## config.mk

```make
export PLATFORM = sky130hd
export DESIGN_NAME = datarate_mantissa_exponent_codec_top_flat
export DESIGN_NICKNAME = d
export VERILOG_FILES = /design/src/design/dmec_pkg.sv /design/src/design/dmec_in_if.sv /design/src/design/dmec_out_if.sv /design/src/design/datarate_mantissa_exponent_codec_top.sv /design/src/design/dmec_ctrl.sv /design/src/design/dmec_datapath.sv /design/src/flat_wrapper.sv
export VERILOG_INCLUDE_DIRS = /design/src /design/src/design
export SDC_FILE = /design/constraint.sdc
export NUM_CORES = 2
export LEC_CHECK = 0
export BUFFER_PORTS_ARGS = -buffer_cell sky130_fd_sc_hd__buf_2
export CAP_MARGIN = 10
export CORE_ASPECT_RATIO = 1.2
export CORE_MARGIN = 2
export CORE_UTILIZATION = 35
export CTS_BUF_LIST = sky130_fd_sc_hd__clkbuf_8
export CTS_CLUSTER_DIAMETER = 50
export CTS_CLUSTER_SIZE = 30
export DETAILED_ROUTE_END_ITERATION = 8
export PLACE_DENSITY = 0.59
export SKIP_CTS_REPAIR_TIMING = 1
export SLEW_MARGIN = 20
export SYNTH_ARGS = -nofsm -noshare
export SYNTH_HDL_FRONTEND = slang
export SYNTH_SLANG_ARGS = --single-unit
```

## constraint.sdc

```tcl
create_clock -name i_clk -period 19.9 [get_ports i_clk]
set_input_delay 0.995 -clock i_clk [delete_from_list [all_inputs] [get_ports i_clk]]
set_output_delay 0.995 -clock i_clk [all_outputs]
set_load 0.1 [all_outputs]
```

## src/design/datarate_mantissa_exponent_codec_top_defines.svh

```systemverilog
// assertion macros for the data rate mantissa/exponent codec
// included by the rtl files that carry concurrent assertions
`ifndef DATARATE_MANTISSA_EXPONENT_CODEC_TOP_DEFINES_SVH
`define DATARATE_MANTISSA_EXPONENT_CODEC_TOP_DEFINES_SVH

// same-cycle implication, held off during reset
`define DMEC_ASSERT_IMPL(lbl, clk, rst_n, ante, cons, msg) \
    lbl: assert property (@(posedge clk) disable iff (!(rst_n)) (ante) |-> (cons)) \
        else $error(msg);

// next-cycle implication, held off during reset
`define DMEC_ASSERT_NEXT(lbl, clk, rst_n, ante, cons, msg) \
    lbl: assert property (@(posedge clk) disable iff (!(rst_n)) (ante) |=> (cons)) \
        else $error(msg);

`endif

```

## src/design/dmec_pkg.sv

```systemverilog
// shared widths, constants and controller/datapath structs of the rate codec
// no dependencies
`default_nettype none

package dmec_pkg;

    localparam int CRYSTAL_W = 26;
    localparam int TARGET_W  = 20;
    localparam int MANT_W    = 16;
    localparam int EXP_W     = 4;
    localparam int RATE_W    = 32;
    localparam int CFG_IDX_W = 1;
    localparam int MULB_W    = MANT_W + 1;
    localparam int PROD_W    = CRYSTAL_W + MULB_W;
    localparam int DVD_W     = TARGET_W + 32;
    localparam int DIFF_W    = 64;
    localparam int SH_W      = 6;
    localparam int DIV_STEPS = DVD_W;
    localparam int CNT_W     = $clog2(DIV_STEPS);

    localparam logic [EXP_W-1:0]     EXPONENT_LIMIT = 4'd12;
    localparam logic [SH_W-1:0]      SHIFT_BASE     = 6'd33;
    localparam logic [SH_W-1:0]      SHIFT_ZERO     = 6'd32;
    localparam logic [CRYSTAL_W-1:0] CRYSTAL_RESET  = 26'd50000000;
    localparam logic [CRYSTAL_W-1:0] THRESH_RESET   = 26'd30000000;

    // configuration register indexes
    localparam logic [CFG_IDX_W-1:0] REG_CRYSTAL = 1'b0;
    localparam logic [CFG_IDX_W-1:0] REG_THRESH  = 1'b1;

    // input command codes
    localparam logic CMD_ENCODE = 1'b0;
    localparam logic CMD_DECODE = 1'b1;

    typedef struct packed {
        logic load;
        logic prep;
        logic search_step;
        logic div_init;
        logic div_step;
        logic mul_round;
        logic diff;
        logic out_enc;
        logic mul_dec;
        logic out_dec;
    } t_dmec_cmd;

    typedef struct packed {
        logic is_dec;
        logic search_done;
        logic fd_zero;
        logic div_last;
        logic out_free;
    } t_dmec_stat;

endpackage

`default_nettype wire

```

## src/design/dmec_in_if.sv

```systemverilog
// input channel of the rate codec: valid/ready plus one request
// depends on dmec_pkg
`default_nettype none

interface dmec_in_if import dmec_pkg::*; ();
    logic                valid;
    logic                ready;
    logic                command;
    logic [TARGET_W-1:0] target_rate;
    logic [MANT_W-1:0]   code_mantissa;
    logic [EXP_W-1:0]    code_exponent;

    modport source (output valid, command, target_rate, code_mantissa, code_exponent,
                    input ready);
    modport sink (input valid, command, target_rate, code_mantissa, code_exponent,
                  output ready);
endinterface

`default_nettype wire

```

## src/design/dmec_out_if.sv

```systemverilog
// output channel of the rate codec: valid/ready plus one result
// depends on dmec_pkg
`default_nettype none

interface dmec_out_if import dmec_pkg::*; ();
    logic              valid;
    logic              ready;
    logic [MANT_W-1:0] found_mantissa;
    logic [EXP_W-1:0]  found_exponent;
    logic [RATE_W-1:0] rate_value;

    modport source (output valid, found_mantissa, found_exponent, rate_value,
                    input ready);
    modport sink (input valid, found_mantissa, found_exponent, rate_value,
                  output ready);
endinterface

`default_nettype wire

```

## src/design/datarate_mantissa_exponent_codec_top.sv

```systemverilog
// top level of the data rate mantissa/exponent codec
// depends on dmec_pkg, dmec_in_if, dmec_out_if, dmec_ctrl, dmec_datapath
`default_nettype none

// Converts a data rate in bit/s into the 16-bit mantissa and 4-bit exponent
// of the rate register (command 0), or a mantissa/exponent code back into a
// rate (command 1). The digital clock is the crystal register, halved when it
// is above the threshold register; both registers are written through the
// plain write port (index 0 crystal, index 1 threshold), by the user only while
// the block is idle, which the block itself does not enforce. One request is
// worked on at a time; the result sits in an output register, so the next
// request is taken while an earlier result waits. Decode does one multiply
// and one shift. Encode tries one exponent at a time in the search, then a
// 52-step restoring divider (one quotient bit a cycle) finds the mantissa,
// followed by a multiply and a distance compare for rounding. With a zero
// digital clock the divider and the rounding are skipped and the mantissa is 0.
module datarate_mantissa_exponent_codec_top import dmec_pkg::*; (
    input  wire logic                 i_clk,
    input  wire logic                 i_rst_n,
    // configuration write port
    input  wire logic                 i_cfg_we,
    input  wire logic [CFG_IDX_W-1:0] i_cfg_idx,
    input  wire logic [CRYSTAL_W-1:0] i_cfg_data,
    // request and result channels
    dmec_in_if.sink                   i_in,
    dmec_out_if.source                o_out
);

    t_dmec_cmd  cmd;
    t_dmec_stat stat;

    // sequencer: accepts a request only when idle
    dmec_ctrl u_ctrl (
        .i_clk      (i_clk),
        .i_rst_n    (i_rst_n),
        .i_in_valid (i_in.valid),
        .o_in_ready (i_in.ready),
        .i_stat     (stat),
        .o_cmd      (cmd)
    );

    // arithmetic, config registers and the result register
    dmec_datapath u_datapath (
        .i_clk            (i_clk),
        .i_rst_n          (i_rst_n),
        .i_cfg_we         (i_cfg_we),
        .i_cfg_idx        (i_cfg_idx),
        .i_cfg_data       (i_cfg_data),
        .i_command        (i_in.command),
        .i_target_rate    (i_in.target_rate),
        .i_code_mantissa  (i_in.code_mantissa),
        .i_code_exponent  (i_in.code_exponent),
        .i_out_ready      (o_out.ready),
        .i_cmd            (cmd),
        .o_stat           (stat),
        .o_out_valid      (o_out.valid),
        .o_found_mantissa (o_out.found_mantissa),
        .o_found_exponent (o_out.found_exponent),
        .o_rate_value     (o_out.rate_value)
    );

endmodule

`default_nettype wire

```

## src/design/dmec_ctrl.sv

```systemverilog
// sequencer of the rate codec: steps the datapath through search, divide, round, or the decode multiply
// depends on dmec_pkg
`default_nettype none

module dmec_ctrl import dmec_pkg::*; (
    input  wire logic       i_clk,
    input  wire logic       i_rst_n,
    input  wire logic       i_in_valid,
    output logic            o_in_ready,
    input  wire t_dmec_stat i_stat,
    output t_dmec_cmd       o_cmd
);

    localparam logic [3:0] S_IDLE    = 4'd0;
    localparam logic [3:0] S_PREP    = 4'd1;
    localparam logic [3:0] S_SEARCH  = 4'd2;
    localparam logic [3:0] S_DIVINIT = 4'd3;
    localparam logic [3:0] S_DIV     = 4'd4;
    localparam logic [3:0] S_MUL     = 4'd5;
    localparam logic [3:0] S_DIFF    = 4'd6;
    localparam logic [3:0] S_ENCOUT  = 4'd7;
    localparam logic [3:0] S_DECMUL  = 4'd8;
    localparam logic [3:0] S_DECOUT  = 4'd9;

    logic [3:0] r_state;
    logic [3:0] n_state;

    always_comb begin
        n_state    = r_state;
        o_in_ready = 1'b0;
        o_cmd      = '0;
        case (r_state)
            S_IDLE: begin
                o_in_ready = 1'b1;
                if (i_in_valid) begin
                    o_cmd.load = 1'b1;
                    n_state    = S_PREP;
                end
            end
            S_PREP: begin
                o_cmd.prep = 1'b1;
                n_state    = i_stat.is_dec ? S_DECMUL : S_SEARCH;
            end
            S_SEARCH: begin
                if (i_stat.search_done) begin
                    n_state = i_stat.fd_zero ? S_ENCOUT : S_DIVINIT;
                end else begin
                    o_cmd.search_step = 1'b1;
                end
            end
            S_DIVINIT: begin
                o_cmd.div_init = 1'b1;
                n_state        = S_DIV;
            end
            S_DIV: begin
                o_cmd.div_step = 1'b1;
                if (i_stat.div_last) begin
                    n_state = S_MUL;
                end
            end
            S_MUL: begin
                o_cmd.mul_round = 1'b1;
                n_state         = S_DIFF;
            end
            S_DIFF: begin
                o_cmd.diff = 1'b1;
                n_state    = S_ENCOUT;
            end
            S_ENCOUT: begin
                if (i_stat.out_free) begin
                    o_cmd.out_enc = 1'b1;
                    n_state       = S_IDLE;
                end
            end
            S_DECMUL: begin
                o_cmd.mul_dec = 1'b1;
                n_state       = S_DECOUT;
            end
            S_DECOUT: begin
                if (i_stat.out_free) begin
                    o_cmd.out_dec = 1'b1;
                    n_state       = S_IDLE;
                end
            end
            default: begin
                n_state = S_IDLE;
            end
        endcase
    end

    always_ff @(posedge i_clk) begin
        if (!i_rst_n) begin
            r_state <= S_IDLE;
        end else begin
            r_state <= n_state;
        end
    end

endmodule

`default_nettype wire

```

## src/design/dmec_datapath.sv

```systemverilog
// datapath of the rate codec: config registers, shared multiplier,
// exponent search, restoring divider, rounding and output register; depends on dmec_pkg
`default_nettype none

`include "datarate_mantissa_exponent_codec_top_defines.svh"

module dmec_datapath import dmec_pkg::*; (
    input  wire logic                 i_clk,
    input  wire logic                 i_rst_n,
    input  wire logic                 i_cfg_we,
    input  wire logic [CFG_IDX_W-1:0] i_cfg_idx,
    input  wire logic [CRYSTAL_W-1:0] i_cfg_data,
    input  wire logic                 i_command,
    input  wire logic [TARGET_W-1:0]  i_target_rate,
    input  wire logic [MANT_W-1:0]    i_code_mantissa,
    input  wire logic [EXP_W-1:0]     i_code_exponent,
    input  wire logic                 i_out_ready,
    input  wire t_dmec_cmd            i_cmd,
    output t_dmec_stat                o_stat,
    output logic                      o_out_valid,
    output logic [MANT_W-1:0]         o_found_mantissa,
    output logic [EXP_W-1:0]          o_found_exponent,
    output logic [RATE_W-1:0]         o_rate_value
);

    logic [CRYSTAL_W-1:0] r_crystal;
    logic [CRYSTAL_W-1:0] r_thresh;

    logic                 r_cmd;
    logic [TARGET_W-1:0]  r_target;
    logic [MANT_W-1:0]    r_mant;
    logic [EXP_W-1:0]     r_exp;
    logic [CRYSTAL_W-1:0] r_fd;
    logic [PROD_W-1:0]    r_p0;
    logic [PROD_W-1:0]    r_p1;
    logic [EXP_W-1:0]     r_se;
    logic [DVD_W-1:0]     r_t;
    logic [DVD_W-1:0]     r_dvd;
    logic [CRYSTAL_W-1:0] r_rem;
    logic [MANT_W-1:0]    r_q;
    logic [CNT_W-1:0]     r_cnt;
    logic [PROD_W-1:0]    r_prod;
    logic [DIFF_W-1:0]    r_d1;
    logic [DIFF_W-1:0]    r_d2;
    logic                 r_out_valid;

    logic [SH_W-1:0]      search_sh;
    logic [PROD_W-1:0]    search_max;
    logic                 search_hit;
    logic [DVD_W-1:0]     t_val;
    logic [CRYSTAL_W:0]   rem_sh;
    logic                 q_bit;
    logic [MULB_W-1:0]    mul_b;
    logic [PROD_W-1:0]    prod;
    logic [PROD_W:0]      hi_val;
    logic [SH_W-1:0]      dec_sh;
    logic                 round_up;

    // configuration registers
    always_ff @(posedge i_clk) begin
        if (!i_rst_n) begin
            r_crystal <= CRYSTAL_RESET;
            r_thresh  <= THRESH_RESET;
        end else if (i_cfg_we) begin
            case (i_cfg_idx)
                REG_CRYSTAL: r_crystal <= i_cfg_data;
                REG_THRESH:  r_thresh  <= i_cfg_data;
                default: begin
                end
            endcase
        end
    end

    // max rate of the current exponent, mantissa all ones
    always_comb begin
        search_sh  = (r_se == '0) ? SHIFT_ZERO : SHIFT_BASE - SH_W'(r_se);
        search_max = ((r_se == '0) ? r_p0 : r_p1) >> search_sh;
        search_hit = PROD_W'(r_target) <= search_max;
    end

    // dividend for the chosen exponent
    assign t_val = DVD_W'(r_target) << search_sh;

    // one restoring division step
    always_comb begin
        rem_sh = {r_rem, r_dvd[DVD_W-1]};
        q_bit  = rem_sh >= {1'b0, r_fd};
    end

    // shared multiplier, digital clock times a 17-bit mantissa operand
    assign mul_b = i_cmd.mul_dec ? {r_exp != '0, r_mant} : {r_se != '0, r_q};
    assign prod  = PROD_W'(r_fd) * PROD_W'(mul_b);

    assign hi_val   = {1'b0, r_prod} + (PROD_W + 1)'(r_fd);
    assign round_up = r_d1 < r_d2;
    assign dec_sh   = (r_exp == '0) ? SHIFT_ZERO : SHIFT_BASE - SH_W'(r_exp);

    always_ff @(posedge i_clk) begin
        if (i_cmd.load) begin
            r_cmd    <= i_command;
            r_target <= i_target_rate;
            r_mant   <= i_code_mantissa;
            r_exp    <= i_code_exponent;
            r_fd     <= (r_crystal > r_thresh) ? (r_crystal >> 1) : r_crystal;
        end
        if (i_cmd.prep) begin
            r_p0 <= {1'b0, r_fd, {MANT_W{1'b0}}} - PROD_W'(r_fd);
            r_p1 <= {r_fd, {MULB_W{1'b0}}} - PROD_W'(r_fd);
            r_se <= '0;
        end
        if (i_cmd.search_step) begin
            r_se <= r_se + 1'b1;
        end
        if (i_cmd.div_init) begin
            r_t   <= t_val;
            r_dvd <= t_val;
            r_rem <= '0;
            r_q   <= '0;
            r_cnt <= '0;
        end
        if (i_cmd.div_step) begin
            r_dvd <= {r_dvd[DVD_W-2:0], 1'b0};
            r_rem <= q_bit ? CRYSTAL_W'(rem_sh - {1'b0, r_fd}) : CRYSTAL_W'(rem_sh);
            r_q   <= {r_q[MANT_W-2:0], q_bit};
            r_cnt <= r_cnt + 1'b1;
        end
        if (i_cmd.mul_round || i_cmd.mul_dec) begin
            r_prod <= prod;
        end
        // distances to both neighbors, wrapped to 64 bits
        if (i_cmd.diff) begin
            r_d1 <= DIFF_W'(hi_val) - DIFF_W'(r_t);
            r_d2 <= DIFF_W'(r_t) - DIFF_W'(r_prod);
        end
        if (i_cmd.out_enc) begin
            o_found_mantissa <= (r_fd == '0) ? '0 : r_q + MANT_W'(round_up);
            o_found_exponent <= r_se;
            o_rate_value     <= '0;
        end
        if (i_cmd.out_dec) begin
            o_found_mantissa <= '0;
            o_found_exponent <= '0;
            o_rate_value     <= RATE_W'(r_prod >> dec_sh);
        end
    end

    always_ff @(posedge i_clk) begin
        if (!i_rst_n) begin
            r_out_valid <= 1'b0;
        end else if (i_cmd.out_enc || i_cmd.out_dec) begin
            r_out_valid <= 1'b1;
        end else if (i_out_ready) begin
            r_out_valid <= 1'b0;
        end
    end

    assign o_out_valid = r_out_valid;

    always_comb begin
        o_stat.is_dec      = r_cmd == CMD_DECODE;
        o_stat.search_done = (r_se == EXPONENT_LIMIT) || search_hit;
        o_stat.fd_zero     = r_fd == '0;
        o_stat.div_last    = r_cnt == CNT_W'(DIV_STEPS - 1);
        o_stat.out_free    = !r_out_valid || i_out_ready;
    end

    `DMEC_ASSERT_IMPL(a_search_bound, i_clk, i_rst_n, i_cmd.search_step, r_se < EXPONENT_LIMIT, "exponent search stepped past the limit")
    `DMEC_ASSERT_NEXT(a_rem_bound, i_clk, i_rst_n, i_cmd.div_step, r_rem < r_fd, "division remainder not below divisor")
    `DMEC_ASSERT_IMPL(a_div_len, i_clk, i_rst_n, i_cmd.div_step, r_cnt < CNT_W'(DIV_STEPS), "division ran past its step count")
    `DMEC_ASSERT_IMPL(a_out_load, i_clk, i_rst_n, i_cmd.out_enc || i_cmd.out_dec, !r_out_valid || i_out_ready, "result loaded over one not yet taken")

endmodule

`default_nettype wire
```

## src/flat_wrapper.sv

```systemverilog
// flat-port wrapper written by rule: the top's interface ports become plain ports
module datarate_mantissa_exponent_codec_top_flat import dmec_pkg::*;
  (i_clk, i_rst_n, i_cfg_we, i_cfg_idx, i_cfg_data, i_in_valid, i_in_command, i_in_target_rate, i_in_code_mantissa, i_in_code_exponent, i_in_ready, o_out_valid, o_out_found_mantissa, o_out_found_exponent, o_out_rate_value, o_out_ready);
  dmec_in_if i_in_i ();
  dmec_out_if o_out_i ();
  input  wire logic i_clk;
  input  wire logic i_rst_n;
  input  wire logic i_cfg_we;
  input  wire logic [CFG_IDX_W-1:0] i_cfg_idx;
  input  wire logic [CRYSTAL_W-1:0] i_cfg_data;
  input wire logic [$bits(i_in_i.valid)-1:0] i_in_valid;
  input wire logic [$bits(i_in_i.command)-1:0] i_in_command;
  input wire logic [$bits(i_in_i.target_rate)-1:0] i_in_target_rate;
  input wire logic [$bits(i_in_i.code_mantissa)-1:0] i_in_code_mantissa;
  input wire logic [$bits(i_in_i.code_exponent)-1:0] i_in_code_exponent;
  output wire logic [$bits(i_in_i.ready)-1:0] i_in_ready;
  output wire logic [$bits(o_out_i.valid)-1:0] o_out_valid;
  output wire logic [$bits(o_out_i.found_mantissa)-1:0] o_out_found_mantissa;
  output wire logic [$bits(o_out_i.found_exponent)-1:0] o_out_found_exponent;
  output wire logic [$bits(o_out_i.rate_value)-1:0] o_out_rate_value;
  input wire logic [$bits(o_out_i.ready)-1:0] o_out_ready;
  assign i_in_i.valid = i_in_valid;
  assign i_in_i.command = i_in_command;
  assign i_in_i.target_rate = i_in_target_rate;
  assign i_in_i.code_mantissa = i_in_code_mantissa;
  assign i_in_i.code_exponent = i_in_code_exponent;
  assign i_in_ready = i_in_i.ready;
  assign o_out_valid = o_out_i.valid;
  assign o_out_found_mantissa = o_out_i.found_mantissa;
  assign o_out_found_exponent = o_out_i.found_exponent;
  assign o_out_rate_value = o_out_i.rate_value;
  assign o_out_i.ready = o_out_ready;
  datarate_mantissa_exponent_codec_top u_core (.i_clk(i_clk), .i_rst_n(i_rst_n), .i_cfg_we(i_cfg_we), .i_cfg_idx(i_cfg_idx), .i_cfg_data(i_cfg_data), .i_in(i_in_i), .o_out(o_out_i));
endmodule
```

==> out/results.tsv <==
metric	value	unit
status	finished clean	
Filler cells	14260	
CP Max Fanout	41	
CTS tree	built	
WL/cell	21.11	um
Syn Inst Count	5283	
skew final	79.79	ps
Clock Tree Buf Depth	3	
Worst-Skew Late Latency	820	ps
placement row count	152	
Yosys top cell by area	edfxtp_1	
DR vias	38870	
fin crit period	9597	ps
Max Used Layer	met4	
full die area	0.1476	mm^2
most common cell in the synthesized netlist	inv_1	
WS Path Type	reg2reg	
most common library cells after synthesis	inv_1, nand2_1, edfxtp_1	
clk sinks	551	
met3 WL post-DR	7521	um
drt first pass iters	5	
Synth cell types	88	
final WL	154300	um
Syn Std Cell Area	0.05059	mm^2
worst r2r src	u_core.u_datapath.r_exp[1]	
slowest cell on the critical path	nor2_1	
CTS buffer count	70	
share of the synthesized area in the top cell type	0.2807	
Worst Hold Class	in2reg	
Slew @ Worst Pin	1234	ps
Die H	420.5	um
crit share post-route	0.4823	
crit-path cells	inv_2 -> nand3_1 -> nor2_1 -> a21oi_4 -> and2_1 -> fa_1 -> fa_1 -> fa_1 -> fa_1 -> fa_1 -> inv_1 -> fa_1 -> inv_1 -> ha_1 -> a21o_1 -> o21bai_1 -> a221oi_1 -> o21a_1 -> a21oi_1 -> o41ai_1 -> a21o_1 -> o21ai_0 -> a21oi_1 -> xnor2_1	
Worst Setup End Kind	flip-flop	
layout cells sized above 1	0.08618	
setup_tns	0	ps
Final Hold Vio Count	0	
DRT met1 WL	62790	um
initial antenna violation count	1	
synth warn	0	
first-pass GRT wire length	236100	um
#FFs+latches synth	551	
Primary FF master, synth	edfxtp_1	
synthesis-to-layout area growth	8.960	%
Synth Area per Inst	9.577	um^2
sequential fraction of the synthesis area	0.3116	
Worst Hold Path Cells	1	
min-delay src	i_in_code_mantissa[3]	
R2R cell count	24	
fmax	104.2	MHz
Worst-path clk slew	100	ps
RD Place Congestion	0.9396	
CP dominant cell by count	fa_1	
largest net degree at the start of global routing	87	
final setup fails	0	
Detail Route Antenna Nets	0	
H-tree depth	3	
GR Overflow Total	0	
CP Data Required Time	20430	ps
I/O pin total	127	
GRT Total Usage	0.2101	
Starting Density	0.3533	
vias per cell	5.318	
layout net count	6163	
Post-synth ARST share	0	
max incr delay on CP	800	ps
initial DRC count	2812	
CP arrival	10120	ps
dpl hpwl	119000	um
top post-synthesis cells by area	edfxtp_1, fa_1, ha_1	
Startpoint Class	flip-flop	
Max Cap Viol	0	
met2 WL	75690	um
Post-route DRC	0	
Post-synth EDFFs	473	
clock root cell	clkbuf_8	
Critical path origin	u_core.u_datapath.r_exp[1]	
RSZ-0062 raised after global routing	no	
fin. max-slew vios	0	
syn nets	6120	
die width	351.1	um
Max-slew headroom	0.1774	
# port buffers	126	
core region area	0.1432	mm^2
vias in the first global route	39710	
==> worst max-delay path, delay by kind of cell (launching register included) <==
family / cells / cell delay [ps]
flip-flops: 1 / 590
AO/OA/AOI/OAI: 10 / 2400
adder cells (fa/ha/maj): 7 / 3540
AND/OR/NAND/NOR: 3 / 1870
XOR/XNOR: 1 / 80
buffers and inverters: 3 / 870
==> layout by cell type (no fill, tap or decap), types with 56 or more instances in the layout <==
master	count
a21o_1	109
a22o_1	58
mux2_2	57
inv_1	712
edfxtp_1	473
buf_4	73
nor3_1	59
o21ai_0	176
mux2i_1	243
buf_2	126
clkbuf_8	73
and2_1	112
nor2_1	336
fa_1	387
and3_1	56
nand3_1	97
ha_1	377
a21oi_1	263
xnor2_1	159
xor2_1	65
nand2_1	636
dfxtp_1	78
==> metrics by stage <==
step                  util  setup WS [ps]  cell area [um^2]  hold WS (ps)  cells
global placement    0.3728          10290             53390         434.5   7179
floorplan                -          10810             50590         443.5   5283
global route        0.3850           9733             55130         323.3   7310
detailed placement  0.3730          10280             53410         440.3   7179
finish              0.3850          10300             55130         351.4   7310
CTS                 0.3849          10290             55120         283.6   7309
==> logic make-up after synthesis <==
logic type      count (synthesis)  synth area share
simple gates                 1517            0.1370
buf+inv                       954           0.07162
compound gates                947            0.1225
fa+ha+maj                     764            0.2464
flops                         551            0.3116
mux                           326           0.07219
xor+xnor                      224           0.03878
==> final timing paths <==
check | slack, ps | end
setup / recovery | 10300 | u_core.u_datapath.r_prod[42]
hold / removal | 350 | u_core.u_datapath.r_mant[3]
setup reg to reg | 10300 | u_core.u_datapath.r_prod[42]
hold reg to reg | 460 | u_core.u_datapath.o_found_mantissa[10]
==> state kept, by name, summed over array words and instances (netlist names), 4 cells and up <==
register / cells
u_core.u_datapath.r_se: 4
u_core.u_datapath.r_dvd: 52
u_core.u_ctrl.r_state: 4
u_core.u_datapath.o_found_mantissa: 16
u_core.u_datapath.r_target: 20
u_core.u_datapath.r_p1: 27
u_core.u_datapath.r_p0: 43
u_core.u_datapath.r_exp: 4
u_core.u_datapath.r_d1: 53
u_core.u_datapath.r_mant: 16
u_core.u_datapath.r_rem: 26
u_core.u_datapath.o_found_exponent: 4
u_core.u_datapath.o_rate_value: 32
u_core.u_datapath.r_cnt: 6
u_core.u_datapath.r_prod: 43
u_core.u_datapath.r_thresh: 26
u_core.u_datapath.r_fd: 26
u_core.u_datapath.r_q: 16
u_core.u_datapath.r_crystal: 26
u_core.u_datapath.r_t: 52
u_core.u_datapath.r_d2: 53
==> layout make-up <==
class                   count  area, um^2  share of cell area
repair buffers            199        1179             0.02138
diodes                      1       2.502          0.00004539
clock buffers              73        1005             0.01823
well taps                1925        2409             0.04369
inverters                 726        2725             0.04943
clock inverters            57       704.4             0.01278
flip-flops and latches    551       15770              0.2860
multi-input cells        3778       31340              0.5685
==> layer usage <==
layer  vias to the layer above  global-route usage
met5                         -                   0
met4                         0              0.1048
met3                       332             0.02664
met2                      1133              0.3636
met1                     19310              0.2565
li1                      18100                   -
Power is left out: the tool's default activity adds up to more than one toggle a clock period on the data nets, which glitch-free logic cannot reach.
